==> src/hw/rtl/fsa_pkg.sv <==
// ----------------------------------------------------------------------------
// fsa_pkg
// Shared types and constants of the fixed slot allocator.
// ----------------------------------------------------------------------------
package fsa_pkg;

    localparam int DATA_W   = 32;
    localparam int SLOT_W   = 16;
    localparam int CFG_IDX_W = 2;

    // register indexes of the configuration port
    localparam logic [CFG_IDX_W-1:0] CFG_SLOT_BYTES   = 2'd0;
    localparam logic [CFG_IDX_W-1:0] CFG_REGION_BASE  = 2'd1;
    localparam logic [CFG_IDX_W-1:0] CFG_REGION_BYTES = 2'd2;

    // reset values of the configuration registers
    localparam logic [SLOT_W-1:0] RST_SLOT_BYTES   = 16'd8;
    localparam logic [DATA_W-1:0] RST_REGION_BASE  = 32'd0;
    localparam logic [DATA_W-1:0] RST_REGION_BYTES = 32'd4096;

    // request operations
    localparam logic OP_ALLOC   = 1'b0;
    localparam logic OP_RELEASE = 1'b1;

    typedef enum logic [1:0] {
        STAT_OK    = 2'd0,
        STAT_NOMEM = 2'd1,
        STAT_NULL  = 2'd2,
        STAT_FULL  = 2'd3
    } t_status;

    typedef enum logic {
        S_IDLE = 1'b0,
        S_POP  = 1'b1
    } t_state;

    typedef struct packed {
        logic [SLOT_W-1:0] slot_bytes;
        logic [DATA_W-1:0] region_base;
        logic [DATA_W-1:0] region_bytes;
    } t_cfg;

endpackage

==> src/hw/rtl/fsa_if.sv <==


interface fsa_cfg_if;
    logic                         valid;
    logic                         ready;
    logic [fsa_pkg::CFG_IDX_W-1:0] index;
    logic [fsa_pkg::DATA_W-1:0]    data;

    modport source (output valid, output index, output data, input ready);
    modport sink   (input valid, input index, input data, output ready);
endinterface

==> src/hw/rtl/fsa_cfg_regs.sv <==
// ----------------------------------------------------------------------------
// fsa_cfg_regs
// Configuration registers: slot size, region base and region size.
// ----------------------------------------------------------------------------
module fsa_cfg_regs (
    input  logic          i_clk,
    input  logic          i_rst_n,
    fsa_cfg_if.sink       i_cfg,
    output fsa_pkg::t_cfg o_cfg
);

    fsa_pkg::t_cfg r_cfg;
    fsa_pkg::t_cfg n_cfg;

    assign i_cfg.ready = 1'b1;

    always_comb begin
        n_cfg = r_cfg;
        if (i_cfg.valid) begin
            case (i_cfg.index)
                fsa_pkg::CFG_SLOT_BYTES:   n_cfg.slot_bytes   = i_cfg.data[fsa_pkg::SLOT_W-1:0];
                fsa_pkg::CFG_REGION_BASE:  n_cfg.region_base  = i_cfg.data;
                fsa_pkg::CFG_REGION_BYTES: n_cfg.region_bytes = i_cfg.data;
                default:                   n_cfg = r_cfg;
            endcase
        end
    end

    always_ff @(posedge i_clk) begin
        if (!i_rst_n) begin
            r_cfg.slot_bytes   <= fsa_pkg::RST_SLOT_BYTES;
            r_cfg.region_base  <= fsa_pkg::RST_REGION_BASE;
            r_cfg.region_bytes <= fsa_pkg::RST_REGION_BYTES;
        end else begin
            r_cfg <= n_cfg;
        end
    end

    assign o_cfg = r_cfg;

endmodule
==> src/flat_wrapper.sv <==
// flat-port wrapper written by rule: the top's interface ports become plain ports
module fsa_cfg_regs_flat 
  (i_clk, i_rst_n, o_cfg, i_cfg_valid, i_cfg_index, i_cfg_data, i_cfg_ready);
  fsa_cfg_if i_cfg_i ();
  input  logic i_clk;
  input  logic i_rst_n;
  output fsa_pkg::t_cfg o_cfg;
  input wire logic [$bits(i_cfg_i.valid)-1:0] i_cfg_valid;
  input wire logic [$bits(i_cfg_i.index)-1:0] i_cfg_index;
  input wire logic [$bits(i_cfg_i.data)-1:0] i_cfg_data;
  output wire logic [$bits(i_cfg_i.ready)-1:0] i_cfg_ready;
  assign i_cfg_i.valid = i_cfg_valid;
  assign i_cfg_i.index = i_cfg_index;
  assign i_cfg_i.data = i_cfg_data;
  assign i_cfg_ready = i_cfg_i.ready;
  fsa_cfg_regs u_core (.i_clk(i_clk), .i_rst_n(i_rst_n), .i_cfg(i_cfg_i), .o_cfg(o_cfg));
endmodule
==> config.mk <==
export PLATFORM = sky130hd
export DESIGN_NAME = fsa_cfg_regs_flat
export DESIGN_NICKNAME = d
export VERILOG_FILES = /design/src/hw/rtl/fsa_pkg.sv /design/src/hw/rtl/fsa_if.sv /design/src/hw/rtl/fsa_cfg_regs.sv /design/src/flat_wrapper.sv
export SDC_FILE = /design/constraint.sdc
export NUM_CORES = 1
export LEC_CHECK = 0
export BUFFER_PORTS_ARGS = -buffer_cell sky130_fd_sc_hd__buf_4
export CAP_MARGIN = 10
export CORE_UTILIZATION = 40
export CTS_CLUSTER_SIZE = 28
export DETAILED_ROUTE_END_ITERATION = 10
export HOLD_SLACK_MARGIN = 0.12
export PLACE_DENSITY = 0.66
export SYNTH_ARGS = -nofsm -noshare
export SYNTH_HDL_FRONTEND = slang
export SYNTH_SLANG_ARGS = --single-unit
==> constraint.sdc <==
create_clock -name i_clk -period 2.1 [get_ports i_clk]
set_input_delay 0.315 -clock i_clk [delete_from_list [all_inputs] [get_ports i_clk]]
set_output_delay 0.315 -clock i_clk [all_outputs]
set_load 0.01 [all_outputs]
==> impl_metrics.yaml <==
setup_path:
  reg2reg_from: "u_core.o_cfg[67]"
  startpoint: "i_cfg_index[1]"
  path_max_fanout: 12
  worst_r2r_path_depth: 1
  end_kind: "flip-flop"
  arrival_ns: 1.43
  cp.required_ns: 2.37
  timing.rr.end: "u_core.o_cfg[67]"
  cp-start-kind: "primary input"
  criticalPathCategory: "primary input to flip-flop"
  r2r_setup_slack_ns: 1.43
  endpoint: "u_core.o_cfg[59]"
power:
  leakagePower_uw: 0.002067
  finalPower_uw: 3024
  ir_drop_uv: 393.1
  power.density_nw_per_um2: 729.1
logic_synthesis:
  synthTopCellsByArea: "dfxtp_1 54%, mux2i_1 26%, nand2_1 14%"
  synth_seq_area_share_pct: 53.80
  synth_seq_cells: 80
  synth_top_area_share_pct: 53.80
  syn_nets: 336
  syn_inst: 299
  synth_cell_types: 16
  synth_top_cell_by_area: "dfxtp_1"
  ys_warn_count: 0
  avgSynthCellArea_sq_um: 9.955
  syn_area_sq_um: 2977
clocking:
  holdBufCountCts: 0
  cts_buffers: 9
  clkSinkCount: 80
  cts_tree: "built"
  root_buffer: "clkbuf_8"
  clock_latency_ns: 0.33
  clockBufferDepth: 2
  cts.htree.levels: 3
  clkTransAtPathRegs_ns: 0.08
  ctsResizeCount: 0
  cts_setup_buffers: 0
detailed_routing:
  drt-total-wl_mm: 6.623
  ant_nets: 0
  vias_per_cell: 4.606
  vias: 2372
  post_drt_wl_per_cell_um: 12.86
  drc: 0
  drtIter0Drc: 51
  first_pass_iters: 4
final_layout:
  multi_input_area_sq_um: 1261
  final.fill_count: 654
  nets: 448
  seqCellArea_sq_um: 1602
  largest_reg_flops: 80
  drive_gt1_share_pct: 33.65
  n_antenna_cell: 0
  final_util_pct: 57.49
  syn_to_final_growth_pct: 39.34
  final_common_cell: "buf_4"
  layout_common_cells: "120 x buf_4, 110 x nand2_1, 80 x dfxtp_1, 78 x mux2i_1, 9 x clkbuf_8"
global_route:
  grt_pass1_wl_mm: 10.48
  grt_overflow_total: 0
  grt_max_degree: 49
  grt_use_total_pct: 17.78
  antenna_found_initial: 0
  grt_pass1_vias: 2233
sta:
  finClkSkew_ns: 0
  setup_viol: 0
  post-route-period-util_pct: 54.99
  rsz0062_at_grt: "no"
  final.setup.tns_ns: 0
  slew_viol_final: 0
  finalHoldViolations: 0
  min_period_ns: 1.155
  fmax_ghz: 0.8659
place:
  place.gp.congestion: 0.7194
  dp_hpwl_mm: 4.675
  io_buffers: 116
floorplan:
  die_area_sq_um: 7791
  ios: 118
  rows: 31
  die_w_um: 88.27
  fp.dieH_um: 88.27
  initial_core_util_pct: 41.26
  core-area_sq_um: 7214
status:
  status: "complete, no violations"
worst_hold_path:
  hold_path_class: "primary input to flip-flop"
  min_path_cells: 3
job:
  cap_violations: 0
## logic make-up (layout without fill, tap and decap cells)
kind of cell / count (synthesis) / count (layout) / share of synthesized area (%)
other: 1 / 1 / 0.1260
and+or+nand+nor: 115 / 115 / 15.38
DFF: 80 / 80 / 53.80
buffers and inverters: 23 / 140 / 3.867
AOI/OAI and AO/OA: 2 / 2 / 0.5886
muxes: 78 / 78 / 26.23
## per-stage QoR
step | setup WS (ns) | hold WS (ns) | std cells | cell area [sq um]
after floorplan | 0.8741 | 0.4765 | 299 | 2977
after global placement | 0.6244 | 0.4431 | 499 | 3951
after detailed placement | 0.5814 | 0.4481 | 499 | 3951
after CTS | 0.9375 | 0.2383 | 515 | 4148
after global routing | 0.9019 | 0.2527 | 515 | 4148
final | 0.9451 | 0.2521 | 515 | 4148
## worst max-delay path, stage by stage
cell,delay [ns]
buf_4,0.12
and3b_2,0.50
buf_4,0.29
mux2i_1,0.20
## layer usage
layer / GRT usage [%] / share of wire (%)
met1: 21.18 / 45
met4: 9.824 / 2.6
met3: 4.384 / 5.9
met5: 0 / 0
met2: 29.44 / 47
## report_power, final
group / leakage (uW) / switching, uW / internal (uW)
combinational: 0.00132 / 161 / 173
clock: 0.0000952 / 543 / 548
sequential: 0.000650 / 28.6 / 1570
total: 0.00207 / 733 / 2290
## how the worst min path moves through the flow
stage	end	slack, ns	start
after floorplan	u_core.o_cfg[16]	0.48	i_cfg_data[16]
after global placement	u_core.o_cfg[49]	0.44	u_core.o_cfg[49]
after detailed placement	u_core.o_cfg[35]	0.45	u_core.o_cfg[35]
after CTS	u_core.o_cfg[22]	0.24	i_cfg_data[22]
after global routing	u_core.o_cfg[20]	0.25	i_cfg_data[20]
final	u_core.o_cfg[22]	0.25	i_cfg_data[22]
## cell usage after synthesis, drive strengths merged
| library cell | count |
|---|---|
| nand3b | 1 |
| nor4bb | 1 |
| a211o | 2 |
| inv | 1 |
| buf | 13 |
| and3b | 1 |
| and4b | 1 |
| conb | 1 |
| clkbuf | 9 |
| nand2 | 110 |
| mux2i | 78 |
| dfxtp | 80 |
| or3b | 1 |
## final cells by class
cell class,instances,area share (%)
Sequential cell,80,38.61
Multi-Input combinational cell,196,30.41
Timing Repair Buffer,123,23.17
Clock buffer,9,2.986
Tap cell,99,2.986
Clock inverter,7,1.750
Inverter,1,0.09050
(Power assumes the default switching activity.)
